`config.mk`:
```
export PLATFORM = sky130hd
export DESIGN_NAME = addressable_led_strand_driver
export DESIGN_NICKNAME = d
export VERILOG_FILES = /design/src/sv/lsd_pkg.sv /design/src/sv/lsd_ram.sv /design/src/sv/lsd_cfg.sv /design/src/sv/lsd_engine.sv /design/src/sv/lsd_out_skid.sv /design/src/sv/addressable_led_strand_driver.sv
export SDC_FILE = /design/constraint.sdc
export NUM_CORES = 2
export LEC_CHECK = 0
export ABC_CLOCK_PERIOD_IN_PS = 13600
export BUFFER_PORTS_ARGS = -buffer_cell sky130_fd_sc_hd__buf_2
export CORE_MARGIN = 2
export CORE_UTILIZATION = 40
export CTS_BUF_LIST = sky130_fd_sc_hd__clkbuf_8
export DETAILED_ROUTE_END_ITERATION = 8
export GPL_ROUTABILITY_DRIVEN = 0
export MAX_ROUTING_LAYER = met4
export PLACE_DENSITY_LB_ADDON = 0.25
export SLEW_MARGIN = 30
export SYNTH_ARGS = -nofsm -noshare
export SYNTH_HDL_FRONTEND = slang
export SYNTH_SLANG_ARGS = --single-unit
export TNS_END_PERCENT = 10
```
`constraint.sdc`:
```
create_clock -name clk -period 13.6 [get_ports clk]
set_clock_uncertainty 0.2 [all_clocks]
set_input_delay 0 -clock clk [delete_from_list [all_inputs] [get_ports clk]]
set_output_delay 0 -clock clk [all_outputs]
set_load 0.01 [all_outputs]
```
`src/sv/lsd_pkg.sv`:
```
`timescale 1ns / 1ps

package lsd_pkg;

    localparam int MAX_PIXELS = 64;
    localparam int PIX_W      = $clog2(MAX_PIXELS);
    localparam int COUNT_W    = 7;
    localparam int PULSE_W    = 8;
    localparam int TICK_W     = 12;
    localparam int LEVEL_W    = 16;
    localparam int COLOR_W    = 8;
    localparam int WORD_W     = 3 * COLOR_W;
    localparam int BIT_W      = 5;
    localparam int BITS_PER_PIXEL = WORD_W;

    localparam logic [1:0] MODE_TICK  = 2'd0;
    localparam logic [1:0] MODE_WRITE = 2'd1;
    localparam logic [1:0] MODE_SHOW  = 2'd2;

    typedef enum logic [1:0] {
        STATUS_OK    = 2'd0,
        STATUS_RANGE = 2'd1,
        STATUS_BUSY  = 2'd2
    } status_t;

    typedef struct packed {
        logic [COUNT_W-1:0] pixel_count;
        logic [PULSE_W-1:0] zero_high_ticks;
        logic [PULSE_W-1:0] zero_low_ticks;
        logic [PULSE_W-1:0] one_high_ticks;
        logic [PULSE_W-1:0] one_low_ticks;
        logic [TICK_W-1:0]  latch_ticks;
    } cfg_t;

    typedef struct packed {
        logic       line_level;
        logic       busy_res;
        logic [1:0] status;
    } result_t;

endpackage

```
`src/sv/lsd_ram.sv`:
```
`timescale 1ns / 1ps

module lsd_ram #(
    parameter int WIDTH = 24,
    parameter int DEPTH = 64,
    localparam int ADDR_W = $clog2(DEPTH)
) (
    input  logic              clk,
    input  logic              we,
    input  logic [ADDR_W-1:0] waddr,
    input  logic [WIDTH-1:0]  wdata,
    input  logic [ADDR_W-1:0] raddr,
    output logic [WIDTH-1:0]  rdata
);

    logic [WIDTH-1:0] mem [DEPTH];

    always_ff @(posedge clk)
    begin
        if (we)
        begin
            mem[waddr] <= wdata;
        end
        rdata <= mem[raddr];
    end

endmodule

```
`src/sv/lsd_cfg.sv`:
```
`timescale 1ns / 1ps

module lsd_cfg (
    input  logic                 clk,
    input  logic                 rst_n,
    input  logic                 psel,
    input  logic                 penable,
    input  logic                 pwrite,
    input  logic [4:0]           paddr,
    input  logic [31:0]          pwdata,
    output logic [31:0]          prdata,
    output logic                 pready,
    output lsd_pkg::cfg_t        cfg
);

    localparam logic [2:0] REG_PIXEL_COUNT = 3'd0;
    localparam logic [2:0] REG_ZERO_HIGH   = 3'd1;
    localparam logic [2:0] REG_ZERO_LOW    = 3'd2;
    localparam logic [2:0] REG_ONE_HIGH    = 3'd3;
    localparam logic [2:0] REG_ONE_LOW     = 3'd4;
    localparam logic [2:0] REG_LATCH       = 3'd5;

    lsd_pkg::cfg_t cfg_reg;
    logic [2:0]    reg_index;
    logic          wr_en;

    assign pready    = 1'b1;
    assign reg_index = paddr[4:2];
    assign wr_en     = psel && penable && pwrite;
    assign cfg       = cfg_reg;

    always_ff @(posedge clk or negedge rst_n)
    begin
        if (!rst_n)
        begin
            cfg_reg.pixel_count     <= lsd_pkg::COUNT_W'(1);
            cfg_reg.zero_high_ticks <= lsd_pkg::PULSE_W'(3);
            cfg_reg.zero_low_ticks  <= lsd_pkg::PULSE_W'(9);
            cfg_reg.one_high_ticks  <= lsd_pkg::PULSE_W'(9);
            cfg_reg.one_low_ticks   <= lsd_pkg::PULSE_W'(3);
            cfg_reg.latch_ticks     <= lsd_pkg::TICK_W'(3000);
        end
        else if (wr_en)
        begin
            case (reg_index)
                REG_PIXEL_COUNT: cfg_reg.pixel_count     <= pwdata[lsd_pkg::COUNT_W-1:0];
                REG_ZERO_HIGH:   cfg_reg.zero_high_ticks <= pwdata[lsd_pkg::PULSE_W-1:0];
                REG_ZERO_LOW:    cfg_reg.zero_low_ticks  <= pwdata[lsd_pkg::PULSE_W-1:0];
                REG_ONE_HIGH:    cfg_reg.one_high_ticks  <= pwdata[lsd_pkg::PULSE_W-1:0];
                REG_ONE_LOW:     cfg_reg.one_low_ticks   <= pwdata[lsd_pkg::PULSE_W-1:0];
                REG_LATCH:       cfg_reg.latch_ticks     <= pwdata[lsd_pkg::TICK_W-1:0];
                default: ;
            endcase
        end
    end

    always_comb
    begin
        case (reg_index)
            REG_PIXEL_COUNT: prdata = 32'(cfg_reg.pixel_count);
            REG_ZERO_HIGH:   prdata = 32'(cfg_reg.zero_high_ticks);
            REG_ZERO_LOW:    prdata = 32'(cfg_reg.zero_low_ticks);
            REG_ONE_HIGH:    prdata = 32'(cfg_reg.one_high_ticks);
            REG_ONE_LOW:     prdata = 32'(cfg_reg.one_low_ticks);
            REG_LATCH:       prdata = 32'(cfg_reg.latch_ticks);
            default:         prdata = 32'd0;
        endcase
    end

endmodule

```
`src/sv/lsd_engine.sv`:
```
`timescale 1ns / 1ps

module lsd_engine (
    input  logic                                clk,
    input  logic                                rst_n,
    input  lsd_pkg::cfg_t                       cfg,
    input  logic                                accept,
    input  logic [1:0]                          mode,
    input  logic [lsd_pkg::PIX_W-1:0]           pixel_index,
    input  logic signed [lsd_pkg::LEVEL_W-1:0]  red_in,
    input  logic signed [lsd_pkg::LEVEL_W-1:0]  green_in,
    input  logic signed [lsd_pkg::LEVEL_W-1:0]  blue_in,
    output lsd_pkg::result_t                    result
);

    typedef enum logic [1:0] {
        PH_IDLE,
        PH_HIGH,
        PH_LOW,
        PH_LATCH
    } phase_t;

    localparam int PIX_W   = lsd_pkg::PIX_W;
    localparam int COUNT_W = lsd_pkg::COUNT_W;
    localparam int TICK_W  = lsd_pkg::TICK_W;
    localparam int WORD_W  = lsd_pkg::WORD_W;
    localparam int BIT_W   = lsd_pkg::BIT_W;
    localparam logic [COUNT_W-1:0] MAX_COUNT = COUNT_W'(lsd_pkg::MAX_PIXELS);
    localparam logic [BIT_W-1:0]   LAST_BIT  = BIT_W'(lsd_pkg::BITS_PER_PIXEL);

    function automatic logic [lsd_pkg::COLOR_W-1:0] saturate(
        input logic [lsd_pkg::LEVEL_W-1:0] v
    );
        if (v[lsd_pkg::LEVEL_W-1])
            return '0;
        else if (v > lsd_pkg::LEVEL_W'(255))
            return '1;
        else
            return v[lsd_pkg::COLOR_W-1:0];
    endfunction

    function automatic logic [TICK_W-1:0] at_least_one(input logic [TICK_W-1:0] v);
        return (v == '0) ? TICK_W'(1) : v;
    endfunction

    phase_t              phase_reg, phase_c, phase_next;
    logic [PIX_W-1:0]    pos_reg, pos_c, pos_next;
    logic [BIT_W-1:0]    bit_reg, bit_c, bit_next;
    logic [TICK_W-1:0]   tick_reg, tick_c, tick_next;
    logic [WORD_W-1:0]   shift_reg, shift_c, shift_next;

    logic [lsd_pkg::MAX_PIXELS-1:0] valid_reg;
    logic [PIX_W-1:0]    raddr_reg, raddr;
    logic                fwd_hit_reg;
    logic [WORD_W-1:0]   fwd_data_reg;
    logic [WORD_W-1:0]   ram_q;
    logic [WORD_W-1:0]   word;

    logic                we_c, we;
    logic [WORD_W-1:0]   wdata;
    logic [COUNT_W-1:0]  eff_count;
    logic [COUNT_W-1:0]  pos_plus;
    logic [BIT_W-1:0]    bit_plus;
    logic                busy;
    lsd_pkg::status_t    status_c;

    // Word for the prefetched entry: last-cycle write wins, unwritten reads as zero.
    assign word = fwd_hit_reg ? fwd_data_reg :
                  (valid_reg[raddr_reg] ? ram_q : '0);

    assign wdata = {saturate(green_in), saturate(red_in), saturate(blue_in)};

    always_comb
    begin
        if (cfg.pixel_count == '0)
            eff_count = COUNT_W'(1);
        else if (cfg.pixel_count > MAX_COUNT)
            eff_count = MAX_COUNT;
        else
            eff_count = cfg.pixel_count;
    end

    always_comb
    begin
        busy     = (phase_reg != PH_IDLE);
        status_c = lsd_pkg::STATUS_OK;
        we_c     = 1'b0;
        phase_c  = phase_reg;
        pos_c    = pos_reg;
        bit_c    = bit_reg;
        tick_c   = tick_reg;
        shift_c  = shift_reg;

        case (mode)
            lsd_pkg::MODE_WRITE:
            begin
                if (busy)
                    status_c = lsd_pkg::STATUS_BUSY;
                else if (COUNT_W'(pixel_index) >= eff_count)
                    status_c = lsd_pkg::STATUS_RANGE;
                else
                    we_c = 1'b1;
            end
            lsd_pkg::MODE_SHOW:
            begin
                if (busy)
                begin
                    status_c = lsd_pkg::STATUS_BUSY;
                end
                else
                begin
                    // idle keeps entry zero prefetched
                    phase_c = PH_HIGH;
                    pos_c   = '0;
                    bit_c   = '0;
                    shift_c = word;
                    tick_c  = at_least_one(word[WORD_W-1] ?
                                           TICK_W'(cfg.one_high_ticks) :
                                           TICK_W'(cfg.zero_high_ticks));
                end
            end
            default: ;
        endcase

        result.line_level = (phase_c == PH_HIGH);
        result.busy_res   = (phase_c != PH_IDLE);
        result.status     = status_c;

        pos_plus   = COUNT_W'(pos_c) + COUNT_W'(1);
        bit_plus   = bit_c + BIT_W'(1);
        phase_next = phase_c;
        pos_next   = pos_c;
        bit_next   = bit_c;
        tick_next  = tick_c;
        shift_next = shift_c;

        case (phase_c)
            PH_IDLE: ;
            PH_HIGH:
            begin
                if (tick_c > TICK_W'(1))
                begin
                    tick_next = tick_c - TICK_W'(1);
                end
                else
                begin
                    phase_next = PH_LOW;
                    tick_next  = at_least_one(shift_c[WORD_W-1] ?
                                              TICK_W'(cfg.one_low_ticks) :
                                              TICK_W'(cfg.zero_low_ticks));
                end
            end
            PH_LOW:
            begin
                if (tick_c > TICK_W'(1))
                begin
                    tick_next = tick_c - TICK_W'(1);
                end
                else if (bit_plus < LAST_BIT)
                begin
                    bit_next   = bit_plus;
                    shift_next = {shift_c[WORD_W-2:0], 1'b0};
                    phase_next = PH_HIGH;
                    tick_next  = at_least_one(shift_c[WORD_W-2] ?
                                              TICK_W'(cfg.one_high_ticks) :
                                              TICK_W'(cfg.zero_high_ticks));
                end
                else if (pos_plus >= eff_count)
                begin
                    pos_next   = pos_plus[PIX_W-1:0];
                    bit_next   = '0;
                    shift_next = '0;
                    phase_next = PH_LATCH;
                    tick_next  = at_least_one(cfg.latch_ticks);
                end
                else
                begin
                    // next pixel has been waiting at the read port
                    pos_next   = pos_plus[PIX_W-1:0];
                    bit_next   = '0;
                    shift_next = word;
                    phase_next = PH_HIGH;
                    tick_next  = at_least_one(word[WORD_W-1] ?
                                              TICK_W'(cfg.one_high_ticks) :
                                              TICK_W'(cfg.zero_high_ticks));
                end
            end
            PH_LATCH:
            begin
                if (tick_c > TICK_W'(1))
                begin
                    tick_next = tick_c - TICK_W'(1);
                end
                else
                begin
                    phase_next = PH_IDLE;
                    tick_next  = '0;
                end
            end
            default: ;
        endcase

        if (!accept)
        begin
            phase_next = phase_reg;
            pos_next   = pos_reg;
            bit_next   = bit_reg;
            tick_next  = tick_reg;
            shift_next = shift_reg;
        end

        we = accept && we_c;

        // prefetch pixel zero while idle, else the pixel after the current one
        raddr = (phase_next == PH_IDLE) ? '0 : pos_next + PIX_W'(1);
    end

    lsd_ram #(
        .WIDTH (WORD_W),
        .DEPTH (lsd_pkg::MAX_PIXELS)
    ) u_store (
        .clk   (clk),
        .we    (we),
        .waddr (pixel_index),
        .wdata (wdata),
        .raddr (raddr),
        .rdata (ram_q)
    );

    always_ff @(posedge clk or negedge rst_n)
    begin
        if (!rst_n)
        begin
            phase_reg   <= PH_IDLE;
            pos_reg     <= '0;
            bit_reg     <= '0;
            tick_reg    <= '0;
            shift_reg   <= '0;
            valid_reg   <= '0;
            raddr_reg   <= '0;
            fwd_hit_reg <= 1'b0;
        end
        else
        begin
            phase_reg   <= phase_next;
            pos_reg     <= pos_next;
            bit_reg     <= bit_next;
            tick_reg    <= tick_next;
            shift_reg   <= shift_next;
            raddr_reg   <= raddr;
            fwd_hit_reg <= we && (pixel_index == raddr);
            if (we)
            begin
                valid_reg[pixel_index] <= 1'b1;
            end
        end
    end

    always_ff @(posedge clk)
    begin
        fwd_data_reg <= wdata;
    end

endmodule

```
`src/sv/lsd_out_skid.sv`:
```
`timescale 1ns / 1ps

module lsd_out_skid (
    input  logic             clk,
    input  logic             rst_n,
    input  logic             in_valid,
    output logic             in_ready,
    input  lsd_pkg::result_t in_data,
    output logic             out_valid,
    input  logic             out_ready,
    output lsd_pkg::result_t out_data
);

    logic             out_valid_reg;
    logic             skid_valid_reg;
    lsd_pkg::result_t out_data_reg;
    lsd_pkg::result_t skid_data_reg;
    logic             up_fire;

    assign in_ready  = !skid_valid_reg;
    assign up_fire   = in_valid && !skid_valid_reg;
    assign out_valid = out_valid_reg;
    assign out_data  = out_data_reg;

    always_ff @(posedge clk or negedge rst_n)
    begin
        if (!rst_n)
        begin
            out_valid_reg  <= 1'b0;
            skid_valid_reg <= 1'b0;
        end
        else if (out_ready || !out_valid_reg)
        begin
            if (skid_valid_reg)
            begin
                out_valid_reg  <= 1'b1;
                skid_valid_reg <= 1'b0;
            end
            else
            begin
                out_valid_reg <= up_fire;
            end
        end
        else if (up_fire)
        begin
            // output stalled: park the beat
            skid_valid_reg <= 1'b1;
        end
    end

    always_ff @(posedge clk)
    begin
        if (out_ready || !out_valid_reg)
        begin
            out_data_reg <= skid_valid_reg ? skid_data_reg : in_data;
        end
        else if (up_fire)
        begin
            skid_data_reg <= in_data;
        end
    end

endmodule

```
`src/sv/addressable_led_strand_driver.sv`:
```
`timescale 1ns / 1ps
// Result beats are combinational and registered in a two-entry output stage.
// Throughput: one input beat per cycle while in_ready is high; the stage absorbs a stall.
// Pixel store is a one-port-write, one-port-read RAM; the next pixel is prefetched.
// Reset (rst_n, async, active low): engine idle, registers at defaults, and
// per-entry valid flops make the whole pixel store read as zero at once.

module addressable_led_strand_driver (
    input  logic                                clk,
    input  logic                                rst_n,
    input  logic                                psel,
    input  logic                                penable,
    input  logic                                pwrite,
    input  logic [4:0]                          paddr,
    input  logic [31:0]                         pwdata,
    output logic [31:0]                         prdata,
    output logic                                pready,
    input  logic                                in_valid,
    output logic                                in_ready,
    input  logic [1:0]                          mode,
    input  logic [lsd_pkg::PIX_W-1:0]           pixel_index,
    input  logic signed [lsd_pkg::LEVEL_W-1:0]  red_in,
    input  logic signed [lsd_pkg::LEVEL_W-1:0]  green_in,
    input  logic signed [lsd_pkg::LEVEL_W-1:0]  blue_in,
    output logic                                out_valid,
    input  logic                                out_ready,
    output logic                                line_level,
    output logic                                busy_res,
    output logic [1:0]                          status
);

    lsd_pkg::cfg_t    cfg;
    lsd_pkg::result_t step_result;
    lsd_pkg::result_t out_result;
    logic             accept;

    assign accept     = in_valid && in_ready;
    assign line_level = out_result.line_level;
    assign busy_res   = out_result.busy_res;
    assign status     = out_result.status;

    lsd_cfg u_cfg (
        .clk     (clk),
        .rst_n   (rst_n),
        .psel    (psel),
        .penable (penable),
        .pwrite  (pwrite),
        .paddr   (paddr),
        .pwdata  (pwdata),
        .prdata  (prdata),
        .pready  (pready),
        .cfg     (cfg)
    );

    lsd_engine u_engine (
        .clk         (clk),
        .rst_n       (rst_n),
        .cfg         (cfg),
        .accept      (accept),
        .mode        (mode),
        .pixel_index (pixel_index),
        .red_in      (red_in),
        .green_in    (green_in),
        .blue_in     (blue_in),
        .result      (step_result)
    );

    lsd_out_skid u_skid (
        .clk       (clk),
        .rst_n     (rst_n),
        .in_valid  (in_valid),
        .in_ready  (in_ready),
        .in_data   (step_result),
        .out_valid (out_valid),
        .out_ready (out_ready),
        .out_data  (out_result)
    );

endmodule
```
# Yosys cells after proc, flatten, opt, wreduce, memory -nomap -nowiden
# Memory sizes are Yosys's and may differ from the RTL's. A register that Yosys moved wholly into a read port is not among the register bits.
# Cells that the tools add are included.
# totals
register_bits	205
latch_bits	0
ramBits	1536
rom_bits	0
input_bits	100
output_inout_bits	39
elab_cells	148
n_memories	1
# op_classes
n_addsub	4
multipliers	0
div	0
n_lt_le_gt_ge	11
eq_ne	11
shift	0
muxes	70
n_bitwise	2
n_reduce_logical	26
# mem_list
memory	words	word_bits	rd	rd_ports_with_merged_regs	wr	line_no	text
u_engine.u_store.mem	64	24	1	1	1	lsd_ram.sv:16	logic [WIDTH-1:0] mem [DEPTH];
# ops
cell	count
$mux W24	8
$mux W12	10
$mux W8	10
$pmux W12 S6	1
$or A64 B64 Y64	1
$gt A16 B8 Y1 const B	3
$logic_not A12 Y1	4
$mux W6	7
$pmux W12 S3	1
$mux W5	5
$mux W2	10
$lt A6 B7 Y1 const B	2
$mux W7	2
$reduce_and A2 Y1	7
$gt A12 B1 Y1 const B	1
$sub A12 B1 Y12 const B	1
$mux W1	11
$add A6 B1 Y7 const B	1
$ge A6 B7 Y1	1
$ge A7 B7 Y1	1
$gt A7 B7 Y1 const B	1
$logic_not A7 Y1	1
$add A6 B1 Y6 const B	1
$bmux W1 S6	1
other kinds (20)	33

# Depth between registers and ports, before layout
# depth
word_depth	17
depth_mapped	34
ltp_nobuf	26

# Cells and area by module
# Synthesis repeated with hierarchy kept, for this count alone.
# unflattened
cells_unflattened	3847
hier_area_um2	71282.1
# by_module_without_submodules
module	instances	cells_each	area_each_um2	seq_area_each_um2
lsd_ram	1	2610	59295.6	46604.7
lsd_engine	1	1020	8973.6	3483.3
lsd_cfg	1	195	2608.8	1296.2
lsd_out_skid	1	21	397.9	290.3
addressable_led_strand_driver	1	1	6.3	0.0

# Worst setup path before layout
# No wires, ideal clock.
# synth_path
path_kind	register -> register
from	register u_engine.phase_reg[1]
to	register u_engine.u_store.rdata[23] (read register of u_engine.u_store.mem)
setup_time_ns	0.126
arrival_ns	6.549
t_required_ns	13.274
setup_slack_ns	6.726
path_stages_with_launch	31
path_buffers	9
synth_period_minus_slack_ns	6.874
cell_sequence	dfrtp_1 > nor2_1 > nand2_1 > clkbuf_1 > clkbuf_1 > clkbuf_1 > clkbuf_1 > and2_1 > ha_1 > nand3_1 > xor2_1 > or2_2 > nor2_1 > nand2_1 > nor3_1 > and3_1 > nor2_2 > clkinv_1 > buf_2 > buf_2 > buf_1 > ha_1 > inv_1 > or4_1 > nand3_1 > buf_2 > nand2_1 > nor3_2 > clkbuf_1 > nor3b_1 > nor4_2
# synth_between
word_cells_on_any_way	31
classes_between	add/sub (3); order compare (3); eq/ne (3); mux (20); reduce/logical (2)
# synth_rtl
item	line_no	text
from (decl)	lsd_engine.sv:46	phase_t phase_reg, phase_c, phase_next;
from (signal assigned)	lsd_engine.sv:245	phase_reg <= phase_next;
$reduce_bool A2 Y1	lsd_engine.sv:85	busy = (phase_reg != PH_IDLE);
$mux W5	lsd_engine.sv:106	if (busy)
$mux W5	lsd_engine.sv:94	case (mode)
$add A5 B1 Y5	lsd_engine.sv:130	bit_plus = bit_c + BIT_W'(1);
$lt A5 B5 Y1	lsd_engine.sv:159	else if (bit_plus < LAST_BIT)
$mux W6	lsd_engine.sv:159	
$mux W6	lsd_engine.sv:155	if (tick_c > TICK_W'(1))
$mux W6 (*)	lsd_engine.sv:137	case (phase_c)
$mux W6 (*)	lsd_engine.sv:203	if (!accept)
via u_engine.pos_next[0]	lsd_engine.sv:47	logic [PIX_W-1:0] pos_reg, pos_c, pos_next;
$add A6 B1 Y6 (*)	lsd_engine.sv:215	raddr = (phase_next == PH_IDLE) ? '0 : pos_next + PIX_W'(1);
$mux W6 (*)	lsd_engine.sv:215	
to (decl)	lsd_ram.sv:13	output logic [WIDTH-1:0] rdata
# Mark *: on every way through the listed nets, which the timed path passes. The rest lies on a longest branch.
# A chain may end at the register's enable or synchronous reset.

# Worst setup path in the final report
# layout_path
from	register u_engine.raddr_reg[0]
to	register u_engine.fwd_hit_reg
# layout_between
elab_chain_cells	17
word_cells_on_any_way	23
classes_between	add/sub (1); order compare (1); eq/ne (1); mux (17); reduce/logical (3)
# layout_rtl
item	line_no	text
from (decl)	lsd_engine.sv:53	logic [PIX_W-1:0] raddr_reg, raddr;
from (signal assigned)	lsd_engine.sv:250	raddr_reg <= raddr;
$bmux W1 S6 (*)	lsd_engine.sv:69	(valid_reg[raddr_reg] ? ram_q : '0);
$mux W1 (not written as such) (*)	lsd_engine.sv:69	
$mux W24 (*)	lsd_engine.sv:69	
$mux W24 (*)	lsd_engine.sv:68	assign word = fwd_hit_reg ? fwd_data_reg :
$mux W8 (*)	lsd_engine.sv:117	tick_c = at_least_one(word[WORD_W-1] ?
$logic_not A12 Y1	lsd_engine.sv:43	return (v == '0) ? TICK_W'(1) : v;
$mux W8 (*)	lsd_engine.sv:43	
$mux W12 (*)	lsd_engine.sv:106	
$mux W12 (*)	lsd_engine.sv:94	
$gt A12 B1 Y1 (*)	lsd_engine.sv:141, lsd_engine.sv:155, lsd_engine.sv:190	
$mux W6 (tied with other cells)	lsd_engine.sv:155	
$mux W6 / $pmux W2 S3 (equally long branches)	lsd_engine.sv:137	
$mux W6 / $mux W2 (equally long branches)	lsd_engine.sv:203	
$add A6 B1 Y6 / $logic_not A2 Y1 (equally long branches)	lsd_engine.sv:215	
$mux W6 (*)	lsd_engine.sv:215	
$eq A6 B6 Y1 (*)	lsd_engine.sv:251	fwd_hit_reg <= we && (pixel_index == raddr);
$logic_and A1 B1 Y1 (*)	lsd_engine.sv:251	
to (signal assigned)	lsd_engine.sv:251	
to (decl)	lsd_engine.sv:54	logic fwd_hit_reg;
# Every way passes the cells marked *; elsewhere a longest branch is shown, timed or not. The select of a mux whose other input is x is not followed.

==> results.sh <==
export IMPL_synth_top_family_by_area="compound AO/OA/AOI/OAI gates"
export IMPL_yosysWarningCount=0
export IMPL_power_density_nw_per_um2=134
export IMPL_fp_dieW_um=428
export IMPL_fp_row_count=155
export IMPL_cts_resized=0
export IMPL_cts_buffers=311
export IMPL_synth_simple_area_share_pct=9.69
export IMPL_grt_max_degree=162
export IMPL_root_buffer="clkbuf_8"
export IMPL_synthArstFlopShare_pct=9.80
export IMPL_fin_crit_sh_pct=77.6
export IMPL_fin_crit_ns=10.55
export IMPL_syn_inst=5312
export IMPL_synth_compound_area_share_pct=11.5
export IMPL_ys_types=83
export IMPL_via_per_inst=5.79
export IMPL_core_area_um2=179000
export IMPL_stdcell_area_um2=82200
export IMPL_synth_edf_count=1544
export IMPL_path_delay_family="buffers and inverters"
export IMPL_pin_count=139
export IMPL_cts_max_level=5
export IMPL_largest_reg_flops=1536
export IMPL_end_kind="flip-flop"
export IMPL_start_util_pct=40.3
export IMPL_fin_util_pct=46.0
export IMPL_cp_start_kind="flip-flop"
export IMPL_ant_nets=0
export IMPL_fin_tns_setup_ns=0
export IMPL_peakVddDrop_uv=111
export IMPL_yosys_area_share_adder_pct=0.347
export IMPL_slew_headroom_pct=29.3
export IMPL_ys_ff_latch=1765
export IMPL_placed_area_um2=75700
export IMPL_rsz0062_at_grt="false"
export IMPL_synth_xor_area_share_pct=0.158
export IMPL_antenna_found_initial=6
export IMPL_portBuffers=95
export IMPL_cts_buffer_depth=4
export IMPL_hp_class="in -> reg"
export IMPL_avgSynthCellArea_um2=13.6
export IMPL_wl_per_cell_um=26.9
export IMPL_drcViolationCount=0
export IMPL_finalSetupViolations=0
export IMPL_path_common_cell="buf_4"
export IMPL_dieArea_um2=184000
export IMPL_multi_input_area_um2=19100
export IMPL_final_hold_viol_count=0
export IMPL_yosys_most_used_dff="edfxtp_1"
export IMPL_first_global_vias=46200
export IMPL_grt_overflow=0
export IMPL_synth_seq_area_share_pct=71.7
export IMPL_area_growth_pct=14.0
export IMPL_worst_pin_slew_ns=1.06
export IMPL_hpwl_um=116000
export IMPL_p_leak_nw=28.4
export IMPL_worst_setup_path_type="reg -> reg"
export IMPL_required_ns=14.37
export IMPL_max_stage_delay_ns=1.03
export IMPL_syn_area_um2=72100
export IMPL_layout_area_seq_um2=51700
export IMPL_cts_tree="built"
export IMPL_drv_cap=0
export IMPL_nets=5722
export IMPL_n_fill_cell=15900
export IMPL_clkTransAtPathRegs_ns=0.06
export IMPL_post_cts_buffers=0
export IMPL_drt_iter0_markers=5399
export IMPL_clkLatencyLatePin_ns=1.04
export IMPL_vias=47400
export IMPL_grt_first_pass_wirelength_um=318000
export IMPL_cp_num_buf_inv=7
export IMPL_synthMuxAreaShare_pct=3.98
export IMPL_cp_max_fo=80
export IMPL_cts_sinks=1765
export IMPL_slowest_stage="dfrtp_2"
export IMPL_outcome="finished clean"
export IMPL_dr_pass1_iters=6
export IMPL_drt_wl_total_um=220000
export IMPL_die_h_um=428
export IMPL_drive_above_1_share_pct=16.6
export IMPL_grtUsageTotal_pct=24.1
export IMPL_crit_arrival_ns=11.32
export IMPL_hold_buffers=99
export IMPL_fmax_mhz=94.8
export IMPL_drv_slew=0
==> logic make-up after synthesis <==
logic type / count (synthesis)
muxes: 272
other: 2
buffers and inverters: 421
xor gates and xnor gates: 13
AOI/OAI and AO/OA: 1251
and+or+nand+nor: 1568
DFF: 1765
adders and majority gates: 20
==> metrics by stage <==
stage               worst slack (ns)  cells  hold WS [ns]  power [mW]
floorplan                       6.73   5331        -0.496        6.48
global placement                3.38   7538       -0.0171        6.66
detailed placement              3.21   7545       -0.0195        6.67
CTS                             3.06   8173      0.000544        11.1
global route                    2.55   8176        0.0684        11.4
finish                          3.05   8178        0.0711        11.0
==> routing by layer <==
layer  share of wire (%)  GRT usage [%]  vias up
met3                 7.2           4.15      350
met2                  48           38.3     2051
met5                   0              -        -
met1                  42           31.1    24000
met4                 3.4           8.61        0
li1                    -              -    20900
==> tightest hold or removal path: cells and delay by family <==
family	cells	cell delay (ns)
buffers and inverters	3	0.93
AOI/OAI and AO/OA	1	0.17
and+or+nand+nor	1	0.14
==> Yosys cell counts, types with 20 or more instances <==
| master | n | share of area (%) |
|---|---|---|
| a21oi_1 | 283 | 2.0 |
| nor4_1 | 31 | 0.27 |
| edfxtp_1 | 1544 | 64 |
| a31o_2 | 22 | 0.27 |
| a22oi_1 | 28 | 0.29 |
| ha_1 | 20 | 0.35 |
| buf_1 | 29 | 0.15 |
| a32o_1 | 52 | 0.72 |
| o22a_1 | 43 | 0.52 |
| nor2_1 | 279 | 1.5 |
| dfrtp_1 | 157 | 5.5 |
| a22o_1 | 28 | 0.34 |
| mux2i_1 | 164 | 2.3 |
| nand4_1 | 23 | 0.20 |
| dfxtp_1 | 48 | 1.3 |
| o22ai_1 | 165 | 1.4 |
| and3_1 | 39 | 0.34 |
| nor3_1 | 59 | 0.41 |
| o221ai_1 | 49 | 0.60 |
| inv_1 | 21 | 0.11 |
| clkbuf_1 | 238 | 1.2 |
| mux2_2 | 107 | 1.7 |
| a221oi_1 | 67 | 0.81 |
| buf_4 | 33 | 0.34 |
| o21ai_1 | 21 | 0.15 |
| nand3_1 | 207 | 1.4 |
| nor2b_1 | 22 | 0.19 |
| nor3b_1 | 21 | 0.22 |
| o211ai_1 | 29 | 0.30 |
| a31oi_1 | 146 | 1.3 |
| o21ai_0 | 217 | 1.5 |
| buf_2 | 81 | 0.56 |
| or2_2 | 67 | 0.58 |
| nand2_1 | 764 | 4.0 |
==> final timing paths <==
check	from	to	slack [ns]	cells after the start
max in group asynchronous	rst_n	u_engine.raddr_reg[0]	12.04	5
setup / recovery	u_engine.raddr_reg[0]	u_engine.fwd_hit_reg	3.05	26
min in group asynchronous	rst_n	u_cfg.cfg[10]	0.52	5
hold reg to reg	u_engine.valid_reg[20]	u_engine.valid_reg[20]	0.27	1
hold / removal	in_valid	u_engine.shift_reg[17]	0.07	5
setup reg to reg	u_engine.raddr_reg[0]	u_engine.fwd_hit_reg	3.05	26
==> cells in the final DEF (no fill, tap or decap), types with 94 or more instances in the layout <==
cell,count
a21oi_1,278
a31oi_1,146
mux2i_1,164
o21ai_0,216
clkbuf_8,335
nor2_1,190
dlygate4sd3_1,98
mux2_2,107
o22ai_1,165
nand3_1,207
buf_4,142
nand2_1,762
inv_1,145
edfxtp_1,1544
buf_2,94
dfrtp_1,156
==> report_power, final <==
group / switching (mW) / total (mW) / internal, mW
Clock: 2.12 / 4.40 / 2.28
Combinational: 0.332 / 0.521 / 0.189
Sequential: 0.0856 / 6.07 / 5.99
Total: 2.54 / 11.0 / 8.46
==> area by class of cell <==
type	instances	area share [%]
Tap cell	2355	3.58
Timing Repair Buffer	351	3.53
Antenna cell	5	0.0152
Multi-Input combinational cell	3145	23.2
Inverter	28	0.151
Clock buffer	334	5.59
Sequential cell	1765	62.9
Clock inverter	195	1.01
No activity file was read; power rests on OpenSTA's default activity.
